[config.mk]
export PLATFORM = sky130hd
export DESIGN_NAME = dbp_ctrl
export DESIGN_NICKNAME = d
export VERILOG_FILES = /design/src/hw/rtl/dbp_pkg.sv /design/src/hw/rtl/dbp_ctrl.sv
export SDC_FILE = /design/constraint.sdc
export NUM_CORES = 1
export LEC_CHECK = 0
export BUFFER_PORTS_ARGS = -buffer_cell sky130_fd_sc_hd__clkbuf_2
export CAP_MARGIN = 25
export CORE_AREA = 2 2 39 41
export DETAILED_ROUTE_END_ITERATION = 8
export DIE_AREA = 0 0 41 43
export MAX_ROUTING_LAYER = met4
export PLACE_DENSITY = 0.47
export SLEW_MARGIN = 0
export SYNTH_ARGS = -nofsm -noshare
export SYNTH_HDL_FRONTEND = slang
export SYNTH_SLANG_ARGS = --single-unit
[constraint.sdc]
create_clock -name clk -period 1.4 [get_ports clk]
set_clock_uncertainty 0.1 [all_clocks]
set_input_delay 0.07 -clock clk [delete_from_list [all_inputs] [get_ports clk]]
set_output_delay 0.07 -clock clk [all_outputs]
set_load 0.01 [all_outputs]
[src/hw/rtl/dbp_pkg.sv]
// Shared types and constants for the depth-to-point back-projection block.
// Used by the controller, the datapath and the top level; no dependencies.
`timescale 1ns / 1ps
`default_nettype none

package dbp_pkg;

	// Field widths
	localparam int DepthW = 16;
	localparam int CoordW = 20;
	localparam int InvW   = 24;
	localparam int CtrW   = 16;
	localparam int SizeW  = 13;
	localparam int PosW   = 12;
	localparam int CfgIdxW = 3;
	localparam int CfgDataW = 24;
	localparam int InDataW  = 16;
	localparam int OutDataW = 56;

	// Fixed-point scaling: product carries this many extra fraction bits
	localparam int RoundBits = 28;

	// Register reset values
	localparam logic [InvW-1:0]   InvFocalXRst = 24'd32433;
	localparam logic [InvW-1:0]   InvFocalYRst = 24'd32485;
	localparam logic [CtrW-1:0]   CenterXRst   = 16'd5098;
	localparam logic [CtrW-1:0]   CenterYRst   = 16'd4085;
	localparam logic [DepthW-1:0] DepthMinRst  = 16'd164;
	localparam logic [DepthW-1:0] DepthMaxRst  = 16'd36864;
	localparam logic [SizeW-1:0]  ImageColsRst = 13'd640;
	localparam logic [SizeW-1:0]  ImageRowsRst = 13'd480;

	// Register indexes
	typedef enum logic [CfgIdxW-1:0] {
		REG_INV_FOCAL_X = 3'd0,
		REG_INV_FOCAL_Y = 3'd1,
		REG_CENTER_X    = 3'd2,
		REG_CENTER_Y    = 3'd3,
		REG_DEPTH_MIN   = 3'd4,
		REG_DEPTH_MAX   = 3'd5,
		REG_IMAGE_COLS  = 3'd6,
		REG_IMAGE_ROWS  = 3'd7
	} cfg_reg_t;

	// Controller states, one-hot
	typedef enum logic [3:0] {
		ST_IDLE = 4'b0001,
		ST_MUL1 = 4'b0010,
		ST_MUL2 = 4'b0100,
		ST_FIN  = 4'b1000
	} state_t;

	// Commands from controller to datapath
	typedef struct packed {
		logic accept;  // input beat taken: latch operands, advance counters
		logic mul1;    // offset magnitude times depth
		logic mul2;    // times reciprocal focal length
		logic fin;     // round, saturate, load output register
	} dp_cmd_t;

	// Status from datapath to controller
	typedef struct packed {
		logic in_window;  // current input depth lies strictly inside the window
	} dp_status_t;

endpackage

`default_nettype wire

[src/hw/rtl/dbp_ctrl.sv]
// Controller for the back-projection block: sequences one sample through
// the multiply steps and owns the handshakes. Depends on dbp_pkg.
`timescale 1ns / 1ps
`default_nettype none

module dbp_ctrl (
	input  wire logic               clk,
	input  wire logic               arst_n,
	input  wire logic               s_tvalid,
	output logic                    s_tready,
	output logic                    m_tvalid,
	input  wire logic               m_tready,
	input  wire dbp_pkg::dp_status_t status,
	output dbp_pkg::dp_cmd_t        cmd
);

	dbp_pkg::state_t state_q, state_d;
	logic out_valid_q;
	logic fin_go;

	// Accept only between samples; the output register decouples the far side
	assign s_tready = (state_q == dbp_pkg::ST_IDLE);
	assign fin_go   = (state_q == dbp_pkg::ST_FIN) && (!out_valid_q || m_tready);

	always_comb begin
		cmd.accept = s_tvalid && s_tready;
		cmd.mul1   = (state_q == dbp_pkg::ST_MUL1);
		cmd.mul2   = (state_q == dbp_pkg::ST_MUL2);
		cmd.fin    = fin_go;
	end

	// Next state
	always_comb begin
		state_d = state_q;
		case (state_q)
			dbp_pkg::ST_IDLE: begin
				if (s_tvalid && status.in_window)
					state_d = dbp_pkg::ST_MUL1;
			end
			dbp_pkg::ST_MUL1: state_d = dbp_pkg::ST_MUL2;
			dbp_pkg::ST_MUL2: state_d = dbp_pkg::ST_FIN;
			dbp_pkg::ST_FIN: begin
				if (fin_go)
					state_d = dbp_pkg::ST_IDLE;
			end
			default: state_d = dbp_pkg::ST_IDLE;
		endcase
	end

	always_ff @(posedge clk or negedge arst_n) begin
		if (!arst_n) begin
			state_q <= dbp_pkg::ST_IDLE;
		end else begin
			state_q <= state_d;
		end
	end

	// Hold the result beat until taken
	always_ff @(posedge clk or negedge arst_n) begin
		if (!arst_n) begin
			out_valid_q <= 1'b0;
		end else if (fin_go) begin
			out_valid_q <= 1'b1;
		end else if (m_tready) begin
			out_valid_q <= 1'b0;
		end
	end

	assign m_tvalid = out_valid_q;

endmodule

`default_nettype wire

Word-level counts from Yosys, hierarchy flattened
Index checks and enable logic that the tools add are counted.
- muxes and demuxes: 5
- reduce and logical (&&, ||, !) cells: 7
- equal/unequal tests: 6
- operators with widths (operator ; count):
    case mux 4 bit (4 select lines) ; 1
    2-to-1 mux 4 bit ; 2
    == test 4 x 1 -> 1 bit, second input constant ; 1
    == test 4 x 2 -> 1 bit, second input constant ; 1
    == test 4 x 3 -> 1 bit, second input constant ; 1
    == test 4 bit, second input constant ; 1
    logical AND 1 bit ; 3
    2-to-1 mux 1 bit ; 2
    != test 2 x 1 -> 1 bit, second input constant ; 1
    != test 2 bit, second input constant ; 1
    AND reduction 2 bit ; 1
    nonzero test 2 bit ; 1
    logical NOT 1 bit ; 1
    logical OR 1 bit ; 1
- input port bits: 5
- word-level logic and storage cells: 20
- register bits after elaboration: 5
- output and inout bits: 6

Longest topological paths before layout
Gate-level depths: netlist of the first run.
- depth after elaboration: 5
- mapped depth: 3
- depth with buffers taken out: 3

Worst setup path before layout of the first run
Ideal clock, no wire load.
- path kind: register to output
- start: register state_q[0]
- end: output port cmd[3] in the netlist's numbering
- buffers on the path: 0
- data required time: 1.230 ns
- path slack: -0.113 ns
- arrival time: 1.343 ns
- cell stages (with the launch flop): 3
- cells stage by stage: dfstp_2 nor4b_1 and2_1
- RTL lines (what ; line ; text):
    start, declared ; dbp_ctrl.sv:17 ; dbp_pkg::state_t state_q, state_d;
    start signal, assigned ; dbp_ctrl.sv:52 ; state_q <= dbp_pkg::ST_IDLE;
    start signal, assigned ; dbp_ctrl.sv:54 ; state_q <= state_d;
    end, declared ; dbp_ctrl.sv:14 ; output dbp_pkg::dp_cmd_t cmd

==> results of run 1 <==
==> cells in the final DEF (no fill, tap or decap) <==
cell type	count
buf_4	6
nor3b_1	2
or4b_4	1
dfstp_2	1
a211oi_1	1
clkbuf_2	8
nor4b_4	1
nand2b_1	1
or2b_1	1
dfrtp_2	1
dfrtp_1	3
o31ai_1	1
clkbuf_4	3
clkbuf_1	1
nor2b_1	2
nor2_2	1
and3_1	1
and4b_1	1
dlygate4sd3_1	3
nand2_1	1
nand3b_1	1
buf_2	2
o22a_1	1
and2_1	1
nor3_2	1
o21ai_0	1
==> per-layer routing <==
| layer | global-route usage (%) | wire length (um) |
|---|---|---|
| met4 | 0 | 0 |
| met3 | 9.424 | 79 |
| met1 | 11.80 | 285 |
| met2 | 12.81 | 308 |
| met5 | - | 0 |
==> critical path, stage by stage (launching register included) <==
cell	delay, ns
dfrtp_1	0.38
or4b_4	0.55
nor2_2	0.09
buf_2	0.13
==> worst min path at each step <==
stage                           to  slack (ns)  depth (start not counted)      from
after floorplan           m_tvalid       -0.33                          0    arst_n
after global placement    m_tvalid       -0.21                          1    arst_n
after detailed placement  m_tvalid       -0.21                          1    arst_n
after CTS                 m_tvalid        0.01                          3  m_tready
after global routing      m_tvalid        0.02                          3  m_tready
final                     m_tvalid        0.02                          3  m_tready
==> registers in the layout (all words and copies together), names as in the netlist <==
name	flops
state_q	4
m_tvalid	1
==> per-stage QoR <==
step	std cells	setup WS (ns)	hold slack, ns
2_1_floorplan	26	0.05290	-0.3256
3_3_place_gp	53	0.08473	-0.2106
3_5_place_dp	53	0.06975	-0.2087
4_1_cts	61	-0.1728	0.009740
5_1_grt	63	-0.1939	0.01507
6_report	63	-0.1600	0.01532
==> cell type report <==
cell class                      count  area [um^2]  share of cell area [%]
Multi-Input combinational cell     19        157.7                   34.52
Sequential cell                     5        127.6                   27.95
Clock buffer                        4        26.28                   5.753
Timing Repair Buffer               19        125.1                   27.40
Tap cell                           16        20.02                   4.384
==> power groups by stage <==
stage / Sequential (uW) / Combinational [uW] / Clock [uW]
2_1_floorplan: 170 / 36.2 / 0
3_3_place_gp: 169 / 71.0 / 0
3_5_place_dp: 169 / 71.6 / 0
4_1_cts: 168 / 94.5 / 175
5_1_grt: 168 / 112 / 184
6_report: 167 / 101 / 166
==> logic make-up (layout without fill, tap and decap cells) <==
group,after synthesis,after routing,share of synthesized area [%]
buffers and inverters,2,23,5.428
AND/OR/NAND/NOR,15,15,38.46
flip-flops,5,5,45.70
AO/OA/AOI/OAI,4,4,10.41
==> timing repair <==
item,4_1_cts,5_1_grt
pin swaps,2,3
resized for setup,3,3
hold buffers,3,0
endpoints found under the setup margin,5,6
buffers inserted,1,2
endpoints found under the hold margin,6,0
gates cloned,0,0
==> impl_metrics.env, run 1 <==
export IMPL_status="finished, violations left"
export IMPL_violations="negative setup slack"
export IMPL_cts_root_buf="clkbuf_4"
export IMPL_power_frac_seq_pct=38.6
export IMPL_yosys_register_bits=5
export IMPL_setup_viol=6
export IMPL_dieArea_um2=1763
export IMPL_synth_cell_types=20
export IMPL_synth_area_leaders="dfrtp_1 (36%), dfstp_2 (9.5%), buf_4 (5.4%)"
export IMPL_maxSlewViolCount=0
export IMPL_reg2reg_slack_ns=-0.05
export IMPL_postPlaceCellArea_um2=360.3
export IMPL_ys_flop_type="dfrtp_1"
export IMPL_fin_area_um2=456.7
export IMPL_cts_sinks=5
export IMPL_grt_setup_unrepaired="yes"
export IMPL_overflow=0
export IMPL_ys_warn_count=0
export IMPL_fp_coreArea_um2=1384
export IMPL_start_kind="register"
export IMPL_gp_congestion=0.7631
export IMPL_clk_latency_ns=0.24
export IMPL_min_period_ns=1.560
export IMPL_max_cap_violations=0
export IMPL_path_clk_slew_ns=0.04
export IMPL_drt_total_wl_um=673
export IMPL_ios=11
export IMPL_r2r_end="state_q[0]"
export IMPL_fp_row_count=14
export IMPL_synth_nets=31
export IMPL_ys_top_cells_by_count="dfrtp_1 (4), buf_4 (2), nor2b_1 (2), nor3b_1 (2)"
export IMPL_first_pass_iters=1
export IMPL_drt_iter0_drc=0
export IMPL_cts_tree="done"
export IMPL_hold_violations=0
export IMPL_initial_utilization_pct=19.98
export IMPL_n_fill_cell=154
export IMPL_drt_wirelength_per_cell_um=10.68
export IMPL_crit_path_end_kind="primary output"
export IMPL_clkPwrFrac_pct=38.1
export IMPL_n_antenna_cell=0
export IMPL_ir_drop_v=0.0005039
export IMPL_tightest_slew_ns=0.2748
export IMPL_required_ns=1.23
export IMPL_power_leakage_uw=0.0002243
export IMPL_postRouteAntennaNets=0
export IMPL_antenna_found_initial=0
export IMPL_synthArstFlopShare_pct=100.0
export IMPL_p_comb_share_pct=23.3
export IMPL_reg2reg_from="state_q[2]"
export IMPL_die_w_um=41
export IMPL_grt_max_degree=8
export IMPL_synth_area_per_cell_um2=10.64
export IMPL_cts_buffers=3
export IMPL_p_sw_uw=108.9
export IMPL_synthesis_area_um2=276.5
export IMPL_gr_usage_all_layers_pct=9.834
export IMPL_io_buffers=10
export IMPL_die_y_um=43
export IMPL_maxSlewHeadroom_pct=81.52
export IMPL_fin_nets=53
export IMPL_synth_top_area_share_pct=36.20
export IMPL_drc=0
export IMPL_hold_class="input pin to register"
export IMPL_syn_inst=26
export IMPL_drive_gt1_share_pct=53.19
export IMPL_crit_start="state_q[2]"
export IMPL_max_freq_mhz=641.0
export IMPL_post_route_period_util_pct=111.4
export IMPL_fin_util_pct=33.00
export IMPL_ys_seq_area_share_pct=45.70
export IMPL_yosysMostFrequentCell="dfrtp_1"
export IMPL_arrival_ns=1.39
export IMPL_vias=281
export IMPL_grt_pass1_wl_um=1083
export IMPL_p_sw_share_pct=25.06
export IMPL_powerDensity_nw_per_um2=951.1
export IMPL_criticalPathCategory="register to primary output"
export IMPL_via_per_inst=4.460
export IMPL_grt_pass1_vias=270
export IMPL_path_max_fanout=2
export IMPL_yosysTopAreaCell="dfrtp_1"
export IMPL_p_total_uw=434.4
export IMPL_tns_ns=-0.5345
export IMPL_synth_edf_count=0
export IMPL_reg2regPathDepth=3
export IMPL_crit_end="cmd[0]"
export IMPL_fin_ws_ns=-0.1600
export IMPL_areaGrowthSynthToFinish_pct=65.16
export IMPL_clock_path_buffers=2
export IMPL_dp_hpwl_um=481.9
export IMPL_p_int_uw=325.5
export IMPL_cts_htree_levels=1
No activity file was read; power rests on OpenSTA's default activity.
==> run 2, diff against run 1 <==
--- a/config.mk
+++ b/config.mk
@@ -12,6 +12,7 @@
 export DIE_AREA = 0 0 41 43
 export MAX_ROUTING_LAYER = met4
 export PLACE_DENSITY = 0.47
+export SKIP_CTS_REPAIR_TIMING = 1
 export SLEW_MARGIN = 0
 export SYNTH_ARGS = -nofsm -noshare
 export SYNTH_HDL_FRONTEND = slang
==> impl_metrics.env, run 2 (synthesized netlist as in run 1, its figures left out) <==
export IMPL_postRouteAntennaNets=0
export IMPL_largest_reg_flops=4
export IMPL_clock_path_buffers=2
export IMPL_required_ns=1.23
export IMPL_drt_total_wl_um=649
export IMPL_hold_violations=1
export IMPL_criticalPathCategory="register to primary output"
export IMPL_drc=0
export IMPL_fp_row_count=14
export IMPL_overflow=0
export IMPL_p_sw_uw=106.2
export IMPL_fin_nets=50
export IMPL_cts_tree="done"
export IMPL_start_kind="register"
export IMPL_reg2reg_slack_ns=-0.02
export IMPL_path_clk_slew_ns=0.04
export IMPL_cts_htree_levels=1
export IMPL_wl_met1_um=282
export IMPL_max_cap_violations=0
export IMPL_setup_viol=5
export IMPL_p_total_uw=421.1
export IMPL_fin_ws_ns=-0.1514
export IMPL_gr_usage_all_layers_pct=9.534
export IMPL_cts_buffers=3
export IMPL_powerDensity_nw_per_um2=987.0
export IMPL_grt_setup_unrepaired="yes"
export IMPL_top_register="state_q"
export IMPL_die_y_um=43
export IMPL_p_sw_share_pct=25.21
export IMPL_clkPwrFrac_pct=39.3
export IMPL_antenna_found_initial=0
export IMPL_gp_congestion=0.7631
export IMPL_crit_path_end_kind="primary output"
export IMPL_dieArea_um2=1763
export IMPL_wl_met2_um=284
export IMPL_power_frac_seq_pct=39.8
export IMPL_p_comb_share_pct=21.0
export IMPL_ir_drop_v=0.0004929
export IMPL_top_layer="met3"
export IMPL_first_pass_iters=1
export IMPL_min_period_ns=1.551
export IMPL_fp_coreArea_um2=1384
export IMPL_hold_slack_ns=-0.003531
export IMPL_die_w_um=41
export IMPL_arrival_ns=1.38
export IMPL_io_buffers=10
export IMPL_areaGrowthSynthToFinish_pct=54.30
export IMPL_route_met3_wl_um=82
export IMPL_max_freq_mhz=644.6
export IMPL_drt_iter0_drc=0
export IMPL_hold_class="input pin to register"
export IMPL_dp_hpwl_um=481.9
export IMPL_final_common_cell="clkbuf_2"
export IMPL_p_int_uw=314.9
export IMPL_grt_pass1_wl_um=1048
export IMPL_vias=271
export IMPL_path_max_fanout=2
export IMPL_maxSlewViolCount=0
export IMPL_grt_pass1_vias=260
export IMPL_fin_util_pct=30.83
export IMPL_via_per_inst=4.517
export IMPL_tightest_slew_ns=0.2754
export IMPL_drt_wirelength_per_cell_um=10.82
export IMPL_ios=11
export IMPL_grt_max_degree=8
export IMPL_maxSlewHeadroom_pct=81.48
export IMPL_drive_gt1_share_pct=52.27
export IMPL_cts_sinks=5
export IMPL_post_route_period_util_pct=110.8
export IMPL_status="finished, violations left"
export IMPL_violations="negative hold slack, negative setup slack"
export IMPL_initial_utilization_pct=19.98
export IMPL_power_leakage_uw=0.0002113
export IMPL_n_antenna_cell=0
export IMPL_clk_latency_ns=0.24
export IMPL_layout_common_cells="clkbuf_2 (7), buf_4 (5), clkbuf_4 (3), dfrtp_1 (3), buf_2 (3)"
export IMPL_cts_root_buf="clkbuf_4"
run 2: cell types whose count changed in the layout (fill, tap and decap cells not counted), sizes merged:
cell         previous run  this run
clkbuf                 12        11
dlygate4sd3             3         1
run 2: through the flow:
stage | cell area (um^2) | worst slack (ns) | cells | TNS, ns | hold slack, ns
2_1_floorplan | 282.8 | 0.05290 | 26 | 0 | -0.3256
3_3_place_gp | 360.3 | 0.08473 | 53 | 0 | -0.2106
3_5_place_dp | 360.3 | 0.06975 | 53 | 0 | -0.2087
4_1_cts | 386.6 | -0.1991 | 57 | -0.6582 | -0.4744
5_1_grt | 426.7 | -0.2036 | 60 | -0.8466 | 0.006335
6_report | 426.7 | -0.1514 | 60 | -0.4170 | -0.003531
run 2: power groups by stage:
stage | combinational [uW] | sequential, uW | clock [uW]
after floorplan | 36.2 | 170 | 0
after global placement | 71.0 | 169 | 0
after detailed placement | 71.6 | 169 | 0
after CTS | 72.0 | 167 | 175
after global routing | 97.4 | 168 | 184
final | 88.3 | 167 | 165
run 2: per-layer routing:
metal  track usage [%]  up-vias
met4                 0        0
met1             11.51      130
li1                  -      129
met3             9.424        0
met2             12.19       12
met5                 -        -
run 2: cell type report:
type	instances	area, um^2
Clock buffer	4	26.28
Sequential cell	5	127.6
Timing Repair Buffer	16	97.59
Tap cell	16	20.02
Multi-Input combinational cell	19	155.1
Fill cell	161	957.2
run 2: worst paths after layout:
kind                            start         end  depth (start not counted)
max                        state_q[1]      cmd[0]                          3
min                            status  state_q[1]                          2
max reg2reg                state_q[1]  state_q[0]                          3
min reg2reg                  m_tvalid    m_tvalid                          2
max in group asynchronous      arst_n  state_q[0]                          2
min in group asynchronous      arst_n    m_tvalid                          2
run 2: critical path, cell delays in order (launching register included):
cell     delay (ns)
dfrtp_1        0.37
or4b_4         0.54
nor2_1         0.10
buf_2          0.13
==> run 3, diff against run 2 <==
--- a/config.mk
+++ b/config.mk
@@ -8,6 +8,7 @@
 export BUFFER_PORTS_ARGS = -buffer_cell sky130_fd_sc_hd__clkbuf_2
 export CAP_MARGIN = 25
 export CORE_AREA = 2 2 39 41
+export CTS_CLUSTER_SIZE = 20
 export DETAILED_ROUTE_END_ITERATION = 8
 export DIE_AREA = 0 0 41 43
 export MAX_ROUTING_LAYER = met4
@@ -17,3 +18,4 @@
 export SYNTH_ARGS = -nofsm -noshare
 export SYNTH_HDL_FRONTEND = slang
 export SYNTH_SLANG_ARGS = --single-unit
+export TNS_END_PERCENT = 1
==> impl_metrics.env, run 3 (synthesized netlist as in run 1, its figures left out) <==
export IMPL_status="finished, violations left"
export IMPL_violations="negative hold slack, negative setup slack"
export IMPL_drt_wirelength_per_cell_um=10.82
export IMPL_die_w_um=41
export IMPL_initial_utilization_pct=19.98
export IMPL_vias=271
export IMPL_grt_pass1_wl_um=1048
export IMPL_final_common_cell="clkbuf_2"
export IMPL_max_freq_mhz=644.6
export IMPL_first_pass_iters=1
export IMPL_drc=0
export IMPL_criticalPathCategory="register to primary output"
export IMPL_cts_root_buf="clkbuf_4"
export IMPL_crit_start="state_q[1]"
export IMPL_path_max_fanout=2
export IMPL_power_leakage_uw=0.0002113
export IMPL_top_register="state_q"
export IMPL_cts_buffers=3
export IMPL_hold_violations=1
export IMPL_start_kind="register"
export IMPL_required_ns=1.23
export IMPL_powerDensity_nw_per_um2=987.0
export IMPL_largest_reg_flops=4
export IMPL_ir_drop_v=0.0004929
export IMPL_fp_row_count=14
export IMPL_overflow=0
export IMPL_reg2reg_from="state_q[1]"
export IMPL_fin_ws_ns=-0.1514
export IMPL_cts_tree="done"
export IMPL_gp_congestion=0.7631
export IMPL_reg2reg_slack_ns=-0.02
export IMPL_crit_end="cmd[0]"
export IMPL_hold_class="input pin to register"
export IMPL_areaGrowthSynthToFinish_pct=54.30
export IMPL_grt_max_degree=8
export IMPL_drt_total_wl_um=649
export IMPL_post_route_period_util_pct=110.8
export IMPL_fp_coreArea_um2=1384
export IMPL_tightest_slew_ns=0.2754
export IMPL_dp_hpwl_um=481.9
export IMPL_gr_usage_all_layers_pct=9.534
export IMPL_crit_path_end_kind="primary output"
export IMPL_cts_htree_levels=1
export IMPL_grt_pass1_vias=260
export IMPL_dieArea_um2=1763
export IMPL_maxSlewHeadroom_pct=81.48
export IMPL_cts_sinks=5
export IMPL_path_clk_slew_ns=0.04
export IMPL_r2r_end="state_q[0]"
export IMPL_die_y_um=43
export IMPL_clk_latency_ns=0.24
export IMPL_via_per_inst=4.517
export IMPL_arrival_ns=1.38
export IMPL_drive_gt1_share_pct=52.27
export IMPL_fin_nets=50
export IMPL_setup_viol=5
export IMPL_hold_slack_ns=-0.003531
export IMPL_antenna_found_initial=0
export IMPL_max_cap_violations=0
export IMPL_reg2regPathDepth=3
export IMPL_io_buffers=10
export IMPL_grt_setup_unrepaired="yes"
export IMPL_place_ws_ns=0.06975
export IMPL_p_total_uw=421.1
export IMPL_drt_iter0_drc=0
export IMPL_clock_path_buffers=2
export IMPL_layout_common_cells="clkbuf_2 (7), buf_4 (5), clkbuf_4 (3), dfrtp_1 (3), buf_2 (3)"
export IMPL_ios=11
export IMPL_n_antenna_cell=0
export IMPL_postRouteAntennaNets=0
export IMPL_min_period_ns=1.551
export IMPL_maxSlewViolCount=0
-- run 3: cell counts in the layout (fill, tap and decap cells not counted) --
Identical to the previous run, type by type.
-- run 3: layer usage --
layer	vias to the layer above	part of all wire, %	routed length [um]	track usage [%]
li1	129	-	-	-
met1	130	43	282	11.51
met2	12	44	284	12.19
met3	0	13	82	9.424
met4	0	0	0	0
met5	-	0	0	-
-- run 3: worst min-delay path by stage --
stage                start         end  slack, ns  cells past startpoint
finish              status  state_q[1]     -0.004                      2
global route        status  state_q[1]      0.006                      2
CTS                 arst_n    m_tvalid      -0.47                      1
detailed placement  arst_n    m_tvalid      -0.21                      1
global placement    arst_n    m_tvalid      -0.21                      1
floorplan           arst_n    m_tvalid      -0.33                      0
-- run 3: cell type report --
| type | instances | area [um^2] |
|---|---|---|
| fillers | 161 | 957.2 |
| multi-input cells | 19 | 155.1 |
| flip-flops and latches | 5 | 127.6 |
| repair buffers | 16 | 97.59 |
| clock buffers | 4 | 26.28 |
| well taps | 16 | 20.02 |
-- run 3: worst max-delay path, stage by stage, from the launching register on --
cell and delay [ns]:
dfrtp_1 0.37, or4b_4 0.54, nor2_1 0.10, buf_2 0.13
-- run 3: metrics by stage --
stage	area [um^2]	std cells	util (%)	TNS [ns]
floorplan	282.8	26	-	0
global placement	360.3	53	26.04	0
detailed placement	360.3	53	26.04	0
CTS	386.6	57	27.94	-0.6582
global route	426.7	60	30.83	-0.8466
finish	426.7	60	30.83	-0.4170
-- run 3: power breakdown --
group / switching, uW / internal [uW] / leakage, uW / total, uW
combinational: 38.4 / 50.0 / 0.000132 / 88.3
clock: 57.7 / 108 / 0.0000150 / 165
sequential: 10.1 / 157 / 0.0000639 / 167
total: 106 / 315 / 0.000211 / 421
